$ cat src/sv/rsa_pkg.sv
// Shared codes and constants for the row scatter-add accumulator.
package rsa_pkg;

  localparam logic [1:0] OP_CLEAR = 2'd0;
  localparam logic [1:0] OP_ACC   = 2'd1;
  localparam logic [1:0] OP_READ  = 2'd2;
  localparam logic [1:0] OP_NOP   = 2'd3;

  localparam logic [1:0] STAT_OK      = 2'd0;
  localparam logic [1:0] STAT_ROW_OOR = 2'd1;
  localparam logic [1:0] STAT_COL_OOR = 2'd2;

  localparam logic [1:0] CFG_ROWS = 2'd0;
  localparam logic [1:0] CFG_COLS = 2'd1;
  localparam logic [1:0] CFG_HALF = 2'd2;

  localparam logic [31:0] F32_QNAN = 32'h7FC0_0000;

endpackage

$ cat src/sv/rsa_fadd.sv
// Six-stage pipelined binary32 adder, round to nearest even, canonical NaN.
module rsa_fadd (
  input  logic        clk_i,
  input  logic        rst_ni,
  input  logic        valid_i,
  input  logic [31:0] a_i,
  input  logic [31:0] b_i,
  output logic        valid_o,
  output logic [31:0] sum_o
);

  logic [5:0] vld_q;

  // Stage 1: unpack, specials, order by magnitude.
  logic        a_nan, b_nan, a_inf, b_inf, swap;
  logic [31:0] big, small_op;
  logic [7:0]  eb_eff, es_eff;
  logic        s1_nan_q, s1_inf_q, s1_infs_q, s1_sign_q, s1_sub_q;
  logic [7:0]  s1_exp_q, s1_diff_q;
  logic [23:0] s1_sigb_q, s1_sigs_q;

  always_comb begin
    a_nan = (a_i[30:23] == 8'hFF) && (a_i[22:0] != 23'd0);
    b_nan = (b_i[30:23] == 8'hFF) && (b_i[22:0] != 23'd0);
    a_inf = (a_i[30:23] == 8'hFF) && (a_i[22:0] == 23'd0);
    b_inf = (b_i[30:23] == 8'hFF) && (b_i[22:0] == 23'd0);
    swap = b_i[30:0] > a_i[30:0];
    big = swap ? b_i : a_i;
    small_op = swap ? a_i : b_i;
    eb_eff = (big[30:23] == 8'd0) ? 8'd1 : big[30:23];
    es_eff = (small_op[30:23] == 8'd0) ? 8'd1 : small_op[30:23];
  end

  always_ff @(posedge clk_i) begin
    s1_nan_q  <= a_nan | b_nan | (a_inf & b_inf & (a_i[31] ^ b_i[31]));
    s1_inf_q  <= a_inf | b_inf;
    s1_infs_q <= a_inf ? a_i[31] : b_i[31];
    s1_sign_q <= big[31];
    s1_sub_q  <= a_i[31] ^ b_i[31];
    s1_exp_q  <= eb_eff;
    s1_diff_q <= eb_eff - es_eff;
    s1_sigb_q <= {big[30:23] != 8'd0, big[22:0]};
    s1_sigs_q <= {small_op[30:23] != 8'd0, small_op[22:0]};
  end

  // Stage 2: align the smaller operand with a sticky bit.
  logic [26:0] sm_ext, sm_shift, sm_mask, aligned;
  logic        s2_nan_q, s2_inf_q, s2_infs_q, s2_sign_q, s2_sub_q;
  logic [7:0]  s2_exp_q;
  logic [23:0] s2_sigb_q;
  logic [26:0] s2_al_q;

  always_comb begin
    sm_ext = {s1_sigs_q, 3'b000};
    if (s1_diff_q >= 8'd27) begin
      sm_shift = 27'd0;
      sm_mask  = '1;
    end else begin
      sm_shift = sm_ext >> s1_diff_q[4:0];
      sm_mask  = ~(27'h7FF_FFFF << s1_diff_q[4:0]);
    end
    aligned = sm_shift | {26'd0, (sm_ext & sm_mask) != 27'd0};
  end

  always_ff @(posedge clk_i) begin
    s2_nan_q  <= s1_nan_q;
    s2_inf_q  <= s1_inf_q;
    s2_infs_q <= s1_infs_q;
    s2_sign_q <= s1_sign_q;
    s2_sub_q  <= s1_sub_q;
    s2_exp_q  <= s1_exp_q;
    s2_sigb_q <= s1_sigb_q;
    s2_al_q   <= aligned;
  end

  // Stage 3: magnitude add or subtract.
  logic        s3_nan_q, s3_inf_q, s3_infs_q, s3_sign_q, s3_sub_q;
  logic [7:0]  s3_exp_q;
  logic [27:0] s3_sum_q;

  always_ff @(posedge clk_i) begin
    s3_nan_q  <= s2_nan_q;
    s3_inf_q  <= s2_inf_q;
    s3_infs_q <= s2_infs_q;
    s3_sign_q <= s2_sign_q;
    s3_sub_q  <= s2_sub_q;
    s3_exp_q  <= s2_exp_q;
    s3_sum_q  <= s2_sub_q ? ({1'b0, s2_sigb_q, 3'b000} - {1'b0, s2_al_q})
                          : ({1'b0, s2_sigb_q, 3'b000} + {1'b0, s2_al_q});
  end

  // Stage 4: leading zero count below the carry bit.
  logic [4:0]  lz;
  logic        s4_nan_q, s4_inf_q, s4_infs_q, s4_sign_q, s4_sub_q;
  logic [7:0]  s4_exp_q;
  logic [27:0] s4_sum_q;
  logic [4:0]  s4_lz_q;

  always_comb begin
    lz = 5'd27;
    for (int i = 0; i < 27; i++) begin
      if (s3_sum_q[i]) lz = 5'(26 - i);
    end
  end

  always_ff @(posedge clk_i) begin
    s4_nan_q  <= s3_nan_q;
    s4_inf_q  <= s3_inf_q;
    s4_infs_q <= s3_infs_q;
    s4_sign_q <= s3_sign_q;
    s4_sub_q  <= s3_sub_q;
    s4_exp_q  <= s3_exp_q;
    s4_sum_q  <= s3_sum_q;
    s4_lz_q   <= lz;
  end

  // Stage 5: normalize, stopping at the subnormal boundary.
  logic [7:0]  max_sh, sh;
  logic [26:0] nsig;
  logic [8:0]  nexp;
  logic        s5_nan_q, s5_inf_q, s5_infs_q, s5_sign_q, s5_zero_q;
  logic [8:0]  s5_exp_q;
  logic [26:0] s5_sig_q;

  always_comb begin
    max_sh = s4_exp_q - 8'd1;
    sh = ({3'd0, s4_lz_q} < max_sh) ? {3'd0, s4_lz_q} : max_sh;
    if (s4_sum_q[27]) begin
      nsig = {s4_sum_q[27:2], s4_sum_q[1] | s4_sum_q[0]};
      nexp = {1'b0, s4_exp_q} + 9'd1;
    end else begin
      nsig = s4_sum_q[26:0] << sh;
      nexp = nsig[26] ? ({1'b0, s4_exp_q} - {1'b0, sh}) : 9'd0;
    end
  end

  always_ff @(posedge clk_i) begin
    s5_nan_q  <= s4_nan_q;
    s5_inf_q  <= s4_inf_q;
    s5_infs_q <= s4_infs_q;
    // An exact zero sum is +0 unless both operands were zeros of one sign.
    s5_sign_q <= (s4_sum_q == 28'd0) ? (s4_sign_q & ~s4_sub_q) : s4_sign_q;
    s5_zero_q <= s4_sum_q == 28'd0;
    s5_exp_q  <= nexp;
    s5_sig_q  <= nsig;
  end

  // Stage 6: round to nearest even and pack.
  logic        inc;
  logic [24:0] rmant;
  logic [8:0]  fexp;
  logic [22:0] frac;
  logic [31:0] res;

  always_comb begin
    inc   = s5_sig_q[2] & (s5_sig_q[1] | s5_sig_q[0] | s5_sig_q[3]);
    rmant = {1'b0, s5_sig_q[26:3]} + {24'd0, inc};
    fexp  = s5_exp_q;
    frac  = rmant[22:0];
    if (rmant[24]) begin
      fexp = s5_exp_q + 9'd1;
      frac = rmant[23:1];
    end else if ((s5_exp_q == 9'd0) && rmant[23]) begin
      fexp = 9'd1;
    end
    if (s5_nan_q) begin
      res = rsa_pkg::F32_QNAN;
    end else if (s5_inf_q) begin
      res = {s5_infs_q, 8'hFF, 23'd0};
    end else if (s5_zero_q) begin
      res = {s5_sign_q, 31'd0};
    end else if (fexp >= 9'd255) begin
      res = {s5_sign_q, 8'hFF, 23'd0};
    end else begin
      res = {s5_sign_q, fexp[7:0], frac};
    end
  end

  always_ff @(posedge clk_i) begin
    sum_o <= res;
  end

  always_ff @(posedge clk_i or negedge rst_ni) begin
    if (!rst_ni) begin
      vld_q <= '0;
    end else begin
      vld_q <= {vld_q[4:0], valid_i};
    end
  end

  assign valid_o = vld_q[5];

endmodule

$ cat config.mk
export PLATFORM = sky130hd
export DESIGN_NAME = rsa_fadd
export DESIGN_NICKNAME = d
export VERILOG_FILES = /design/src/sv/rsa_pkg.sv /design/src/sv/rsa_fadd.sv
export SDC_FILE = /design/constraint.sdc
export NUM_CORES = 1
export LEC_CHECK = 0
export ABC_CLOCK_PERIOD_IN_PS = 12190
export BUFFER_PORTS_ARGS = -buffer_cell sky130_fd_sc_hd__buf_2
export CAP_MARGIN = 40
export CORE_MARGIN = 3
export CORE_UTILIZATION = 35
export CTS_CLUSTER_DIAMETER = 80
export DETAILED_ROUTE_END_ITERATION = 10
export PLACE_DENSITY_LB_ADDON = 0.25
export SYNTH_ARGS = -nofsm -noshare
export SYNTH_HDL_FRONTEND = slang
export SYNTH_SLANG_ARGS = --single-unit
$ cat constraint.sdc
create_clock -name clk_i -period 12.19 [get_ports clk_i]
set_clock_uncertainty 0.2 [all_clocks]
set_input_delay 0 -clock clk_i [delete_from_list [all_inputs] [get_ports clk_i]]
set_output_delay 0 -clock clk_i [all_outputs]
set_load 0.01 [all_outputs]
* Word-level counts from Yosys, hierarchy flattened
Index checks and enable logic that the tools add are counted.
** Operators by class
- Equality and inequality tests :: 2
- Add/subtract/negate cells :: 8
- Shift operators :: 3
- Reductions and logical operators :: 22
- Bitwise logic cells :: 15
- $lt $le $gt $ge :: 4
- Mux-type cells :: 45
** Operators by type and width (count)
- $mux 31 :: 3
- $mux 32 :: 2
- $mux 27 :: 2
- $mux 5 :: 10
- $logic_not 23->1 :: 2
- $reduce_bool 23->1 :: 2
- $mux 9 :: 4
- $mux 4 :: 8
- $gt 31x31->1 :: 1
- $add 27x27->28 :: 1
- $logic_not 28->1 :: 1
- $mux 28 :: 1
- $sub 27x27->28 :: 1
- $and 27x27->27 :: 1
- $not 27->27 :: 1
- $or 27x1->27 :: 1
- $reduce_bool 27->1 :: 1
- $shl 27x5->27 const A :: 1
- $shl 27x8->27 :: 1
- $shr 27x5->27 :: 1
- $mux 26 :: 1
- $add 24x1->25 :: 1
- $mux 8 :: 3
- $mux 23 :: 1
- 24 further kinds :: 48
** Storage, ports and cells
- Logic and storage cells :: 147
- Register bits :: 299
- Output and inout port bits :: 33

* Logic depth before layout (Yosys ltp)
Gate-level depths: netlist (run 1).
- Depth in word-level cells :: 26
- Mapped depth :: 26

* Least setup slack after synthesis (run 1)
No wires, ideal clock.
- Path kind :: register to register
- Start :: register s4_exp_q[0]
- End :: register s5_exp_q[7]
- Library setup time :: 0.064 ns
- Stages on the path, launching flop included :: 26
- Arrival time :: 4.420 ns
- Setup slack :: 7.506 ns
- Period minus slack after synthesis :: 4.684 ns
- Path through :: dfxtp_1 -> buf_2 -> inv_1 -> clkbuf_1 -> ha_1 -> nand2_1 -> xnor2_1 -> inv_1 -> ha_1 -> o21a_1 -> a21oi_1 -> nor2_1 -> clkbuf_1 -> o21a_1 -> buf_2 -> inv_1 -> buf_2 -> buf_2 -> ha_1 -> a21o_1 -> a21o_1 -> a21o_1 -> a21o_1 -> nor3_1 -> nand2_1 -> nand4_1
** On the way
- Longest elaborated chain between the ends :: 6
** RTL lines
- start: declaration :: RTL line rsa_fadd.sv:95 : logic [7:0] s4_exp_q;
- start signal: assignment :: RTL line rsa_fadd.sv:112 : s4_exp_q <= s3_exp_q;
- $sub 8x1->8 :: RTL line rsa_fadd.sv:126 : max_sh = s4_exp_q - 8'd1;
- $lt 5x8->1 :: RTL line rsa_fadd.sv:127 : sh = ({3'd0, s4_lz_q} < max_sh) ? {3'd0, s4_lz_q} : max_sh;
- $mux 8 :: RTL line rsa_fadd.sv:127
- $sub 8x8->9 / $shl 27x8->27 (equally long branches) :: RTL line rsa_fadd.sv:133, rsa_fadd.sv:132
- $mux 9 :: RTL line rsa_fadd.sv:133 : nexp = nsig[26] ? ({1'b0, s4_exp_q} - {1'b0, sh}) : 9'd0;
- $mux 9 * :: RTL line rsa_fadd.sv:128 : if (s4_sum_q[27]) begin
- named net nexp[7] :: RTL line rsa_fadd.sv:120 : logic [8:0] nexp;
- end signal: assignment :: RTL line rsa_fadd.sv:144 : s5_exp_q <= nexp;
- end: declaration :: RTL line rsa_fadd.sv:122 : logic [8:0] s5_exp_q;
Mark *: on every way through the listed nets, which the timed path passes. The rest lies on a longest branch.
A chain may end at the register's enable or synchronous reset.

* Worst setup path after layout (run 1)
Ends and elaborated chain as after synthesis.

==> impl_metrics.ini, run 1 <==
[status]
status = completed

[setup_path]
path_class = reg -> reg
r2r_slack_ns = 5.63
worstPathBufferInverterCount = 2
r2r_end = s5_exp_q[7]
crit_path_start_kind = flip-flop
crit_top_cell = a21o_1
cp_slowest_cell = dfxtp_1
critPathLaunch = s4_exp_q[0]
worstPathMaxFanout = 33
slowest_delay_ns = 0.87
cp.arrival_ns = 6.87
path_cells = inv_1 > ha_1 > xnor2_1 > ha_1 > o21ai_0 > o21ai_0 > a21o_1 > a21oi_1 > nor2_2 > inv_1 > ha_1 > o21ai_0 > nand2b_1 > a21o_1 > a21o_1 > a21o_1 > a21o_1 > nor3_1 > nand2_1 > nand4_1
crit_family = compound AO/OA/AOI/OAI gates
worstSetupEndpointType = flip-flop
crit_required_ns = 12.51
r2r_start = s4_exp_q[0]
reg2reg_depth = 20

[global_routing]
antenna_found_initial = 0
grt_pass1_wl_um = 70500
grt_max_degree = 64
grt_use_total_pct = 18.1
grt_pass1_vias = 13300
grt-ovfl-total = 0

[logic_synthesis]
yosys_warnings = 0
synthArstFlopShare_pct = 2.01
yosysTopAreaCell = dfxtp_1
synth_seq_cells = 299
synth_edf_count = 0
syn_inst = 1768
yosys.cell_types.count = 86
synth_top_flop_cell = dfxtp_1
synth_top_area_share_pct = 36.9
synthTopCellsByArea = dfxtp_1, ha_1, mux2i_1, o21ai_0, mux2_2
syn_area_per_cell_um2 = 9.00
syn_area_mm2 = 0.0159
ys_seq_area_share_pct = 37.8

[clock_tree]
numCtsBuffers = 31
htree_levels = 1
cts.sink_count = 299
root_buffer = clkbuf_16
clk_pin_slew_worst_paths_ns = 0.06
cts_tree = built
cts_resized = 0
clock_latency_ns = 0.59
clockBufferDepth = 3

[power]
seq_power_share_pct = 37.6
p_per_area_mw_per_mm2 = 214
p_leak_uw = 0.00806
sw_frac_of_total_pct = 38.7
power_frac_comb_pct = 39.3
clkPwrFrac_pct = 23.2
p_switching_uw = 1590
power_uw = 4110
ir_drop_mv = 0.121
internal_power_uw = 2520

[timing]
slew_violations = 0
worstMarginPinSlew_ns = 0.906
finalSetupViolations = 0
max_freq_mhz = 153
timing.setup.tns_ns = 0
hold_viol_final = 0
fin_crit_ns = 6.56
setup_slack_ns = 5.63
min_period_over_period_pct = 53.8
rsz0062_at_grt = false
relSlewSlack_pct = 39.6

[floorplanning]
die-width_um = 219
rows = 77
io_pins = 100
dieArea_mm2 = 0.0480
core_mm2 = 0.0445
die_y_um = 219
start_util_pct = 35.7

[layout]
syn_to_final_growth_pct = 21.0
drive_gt1_share_pct = 13.1
final_nets = 2137
final_core_util_pct = 43.2
fill_cells = 4400
antenna_cells = 0

[detailed_routing]
wl_met2_um = 21600
dr.pass1.iters = 5
wl_met1_um = 18700
dr.max_layer_used = met4
vias = 13500
drt_iter0_markers = 871
ant_nets = 0
drt-total-wl_um = 44400
post-route-drc-count = 0
route.met3.wl_um = 1850
post_drt_wl_per_cell_um = 17.2
viasPerCell = 5.26

[worst_hold_path]
holdPathStages = 4
hp-class = in -> reg
holdPathEnd = s1_sigs_q[13]
min_from = b_i[13]

[placed_design]
gp_congestion = 0.923
pre_cts_ws_ns = 5.80
hpwl_um = 33800
io_buffers = 99

[run]
cap_violations = 0
per-stage QoR:
step	area (µm²)	std cells	hold WS [ns]
detailed placement	16900	2393	-0.371
global route	19200	2577	0.0339
floorplan	15900	1769	-0.496
global placement	16900	2391	-0.374
CTS	19200	2577	0.000626
finish	19200	2577	0.0419
Yosys cell counts (all sizes together) (44+ instances only):
master  instances
a21oi          95
inv           104
clkbuf         57
mux2           44
mux2i          79
nor2          121
o21ai         142
ha            103
dfxtp         293
nand2         124
xnor2          44
sequential cells by signal, indices dropped and copies added, names as in the netlist, 9 cells and up:
| name | count |
|---|---|
| s3_sum_q | 28 |
| s5_sig_q | 27 |
| s5_exp_q | 9 |
| s1_sigs_q | 24 |
| sum_o | 32 |
| s1_sigb_q | 24 |
| s2_sigb_q | 24 |
| s2_al_q | 27 |
| s4_sum_q | 28 |
cells in the final DEF, fill, tap and decap left out, types with 11 or more instances in the layout:
| master | n |
|---|---|
| and3_1 | 11 |
| a22oi_1 | 15 |
| a311oi_1 | 12 |
| nor2b_1 | 22 |
| buf_2 | 99 |
| a211oi_1 | 26 |
| dlygate4sd3_1 | 130 |
| mux2i_1 | 79 |
| nor4_1 | 38 |
| ha_1 | 103 |
| dfxtp_1 | 293 |
| buf_4 | 16 |
| a31oi_1 | 17 |
| o22ai_1 | 15 |
| xor2_1 | 29 |
| and4_1 | 15 |
| nand3_1 | 40 |
| a21o_1 | 30 |
| clkbuf_16 | 31 |
| mux2_2 | 44 |
| nand2_1 | 122 |
| mux4_2 | 12 |
| o21ai_0 | 138 |
| xnor2_1 | 44 |
| nor3_1 | 40 |
| nand4_1 | 24 |
| a21oi_1 | 95 |
| nand2b_1 | 32 |
| inv_1 | 103 |
| nor2_1 | 109 |
| o21a_1 | 16 |
| o21bai_1 | 12 |
power groups by stage:
stage	Combinational (µW)	Sequential [µW]	Clock, µW
2_1_floorplan	1170	1470	0
3_3_place_gp	1550	1560	0
3_5_place_dp	1550	1560	0
4_1_cts	1610	1540	979
5_1_grt	1790	1580	1020
6_report	1620	1550	953
kinds of logic (layout without fill, tap and decap cells):
kind of cell / after synthesis / count (layout) / synth area share, %
AO/OA/AOI/OAI: 467 / 467 / 18.9
flip-flops: 299 / 299 / 37.8
AND/OR/NAND/NOR: 496 / 496 / 16.1
other: 1 / 2 / 0.0236
buffers and inverters: 190 / 406 / 4.82
multiplexers: 135 / 135 / 9.79
XOR/XNOR: 73 / 73 / 4.02
adder cells (fa/ha/maj): 107 / 107 / 8.54
area by class of cell:
cell class              count  area, µm²  area share (%)
multi-input cells        1280       9130            47.4
flip-flops and latches    299       6020            31.3
repair buffers            246       1930            10.0
clock buffers              35        821            4.26
well taps                 592        741            3.85
inverters                 106        398            2.07
clock inverters            19        211            1.10
routing by layer:
layer	vias to the layer above	track usage, %
li1	6760	-
met1	6309	21.6
met2	369	32.6
met3	110	2.23
met4	0	7.97
met5	-	0
worst min-delay path, cell delays in order:
cell,delay [ns]
dlygate4sd3_1,0.51
buf_2,0.14
o21ai_0,0.08
o21ai_0,0.07
how the worst max path moves through the flow:
stage | end | cells after the start
floorplan | s5_exp_q[7] | 25
global placement | s5_exp_q[7] | 20
detailed placement | s5_exp_q[7] | 20
CTS | s5_exp_q[7] | 20
global route | s5_exp_q[7] | 20
finish | s5_exp_q[7] | 20
repair_timing:
action                                 4_1_cts  5_1_grt
hold buffers                               130        0
buffers inserted                             0        0
endpoints found under the hold margin       76        0
(Power assumes the default switching activity.)
==> run 2: changes to the inputs <==
- ABC_AREA: unset -> 1
- ABC_CLOCK_PERIOD_IN_PS: 12190 -> 5500
- clock period: 12.19 -> 5.5 ns (I/O delays scaled with it)
==> impl_metrics.ini, run 2 <==
[global_routing]
grt_max_degree = 93
grt_use_total_pct = 18.1
grt_pass1_vias = 14200
antenna_found_initial = 0
grt-ovfl-total = 0
grt_pass1_wl_um = 71300

[setup_path]
worstSetupEndpointType = flip-flop
r2r_start = s4_exp_q[0]
reg2reg_depth = 21
slowest_delay_ns = 0.63
worstPathMaxFanout = 17
r2r_slack_ns = 0.90
crit_family = buffers and inverters
r2r_end = s5_exp_q[7]
path_class = in -> reg
crit_required_ns = 5.75
cp_slowest_cell = dlygate4sd3_1
crit_path_start_kind = input pin
cp.arrival_ns = 5.21
worstPathBufferInverterCount = 7

[clock_tree]
clk_pin_slew_worst_paths_ns = 0.06
clock_latency_ns = 0.57
cts_setup_buffers = 0
htree_levels = 1
cts.sink_count = 299
root_buffer = clkbuf_16
clockBufferDepth = 3
cts_tree = built
numCtsBuffers = 31

[detailed_routing]
dr.pass1.iters = 6
viasPerCell = 4.90
post-route-drc-count = 0
post_drt_wl_per_cell_um = 14.6
ant_nets = 0
drt-total-wl_um = 44000
drt_iter0_markers = 880
vias = 14800

[logic_synthesis]
synth_top_flop_cell = dfxtp_1
synth_top_area_share_pct = 37.0
yosys_warnings = 0
yosys.cell_types.count = 63
syn_area_mm2 = 0.0158
synthTopCellsByArea = dfxtp_1, nand2_1, ha_1, inv_1, o21ai_0
syn_inst = 2205
synth_seq_cells = 299
yosysTopAreaCell = dfxtp_1
ys_seq_area_share_pct = 38.0
yosysMostFrequentCell = nand2_1
synthArstFlopShare_pct = 2.01
synth_common_cells = nand2_1, dfxtp_1, inv_1
synth_edf_count = 0
syn_area_per_cell_um2 = 7.18

[floorplanning]
dieArea_mm2 = 0.0478
die_y_um = 219
rows = 77
die-width_um = 219
io_pins = 100
core_mm2 = 0.0444
start_util_pct = 35.7

[layout]
reg_top3 = sum_o (32), s3_sum_q (28), s4_sum_q (28)
antenna_cells = 0
regArea_mm2 = 0.00602
final_nets = 2576
syn_to_final_growth_pct = 21.3
multiInputGateArea_mm2 = 0.00839
regMostFlops = sum_o
final_common_cell = nand2_1
final_cell_mix = nand2_1, inv_1, dfxtp_1, o21ai_0, nand3_1
fill_cells = 4501
drive_gt1_share_pct = 8.74
final_cells = 3018
largest_reg_flops = 32

[placed_design]
hpwl_um = 34200
placed_cells = 2832
io_buffers = 99
gp_congestion = 0.929

[run]
cap_violations = 0

[timing]
rsz0062_at_grt = false
max_freq_mhz = 202
min_period_over_period_pct = 90.2
timing.setup.tns_ns = 0
finalSetupViolations = 0
whs_ns = 0.0621
relSlewSlack_pct = 44.5
slew_violations = 0
fin_crit_ns = 4.96
worstMarginPinSlew_ns = 0.831
hold_viol_final = 0

[status]
status = completed

[power]
ir_drop_mv = 0.266
p_per_area_mw_per_mm2 = 468
p_leak_uw = 0.00911

[worst_hold_path]
min_from = b_i[8]
holdPathStages = 4
hp-class = in -> reg
holdPathEnd = s1_sigs_q[8]
## run 2: worst max path at each step
stage	end	slack, ns	start	depth (start not counted)
2_1_floorplan	s5_exp_q[7]	1.53	s4_exp_q[0]	23
3_3_place_gp	s5_exp_q[7]	0.98	s4_exp_q[0]	21
3_5_place_dp	s5_exp_q[7]	0.90	s4_exp_q[0]	21
4_1_cts	s1_diff_q[7]	0.37	a_i[14]	29
5_1_grt	s1_diff_q[7]	0.11	a_i[14]	28
6_report	s1_diff_q[7]	0.54	a_i[14]	29
## run 2: metrics by stage
step	power (µW)	instance area [µm²]	util (%)	worst slack, ns
after detailed placement	6780	16800	37.9	0.898
after CTS	9040	19200	43.2	0.368
after global placement	6780	16800	37.9	0.979
after global routing	9730	19200	43.2	0.112
after floorplan	5710	15800	-	1.53
final	8990	19200	43.2	0.538
## run 2: per-layer routing
metal	GRT usage [%]	vias to the layer above	share of wire (%)
met1	23.7	6703	46
met2	30.8	387	46
met3	2.17	90	4.5
met5	0	-	0
li1	-	7611	-
met4	6.59	0	3.5
## run 2: cell families (layout without fill, tap and decap cells)
family / after synthesis / count (layout) / share of synthesized area, %
compound gates: 435 / 435 / 15.3
xor+xnor: 62 / 62 / 3.43
fa+ha+maj: 106 / 106 / 8.52
buf+inv: 377 / 596 / 9.16
flops: 299 / 299 / 38.0
mux: 6 / 6 / 0.379
other cells: 1 / 2 / 0.0237
simple gates: 919 / 920 / 25.2
## run 2: cell type report
type	count	share of cell area (%)
Multi-Input combinational cell	1531	43.7
Sequential cell	299	31.3
Timing Repair Buffer	240	9.77
Inverter	300	5.86
Clock buffer	42	4.46
Tap cell	592	3.86
Clock inverter	14	1.03
## run 2: worst reg2reg max path, delay by kind of cell, from the launching register on
kind	cells	cell delay, ns
xor+xnor	1	0.13
compound gates	8	1.58
fa+ha+maj	3	1.10
buf+inv	2	0.56
flops	1	0.36
simple gates	7	0.54
## run 2: report_power, final
| group | total (µW) | switching, µW | internal [µW] |
|---|---|---|---|
| Clock | 2120 | 841 | 1280 |
| Sequential | 3260 | 463 | 2800 |
| Combinational | 3600 | 2330 | 1280 |
## run 2: repair_timing
item | CTS | global route
hold buffers | 129 | 0
resized for setup | 0 | 2
endpoints found under the hold margin | 76 | 0
setup endpoints to repair | 0 | 1
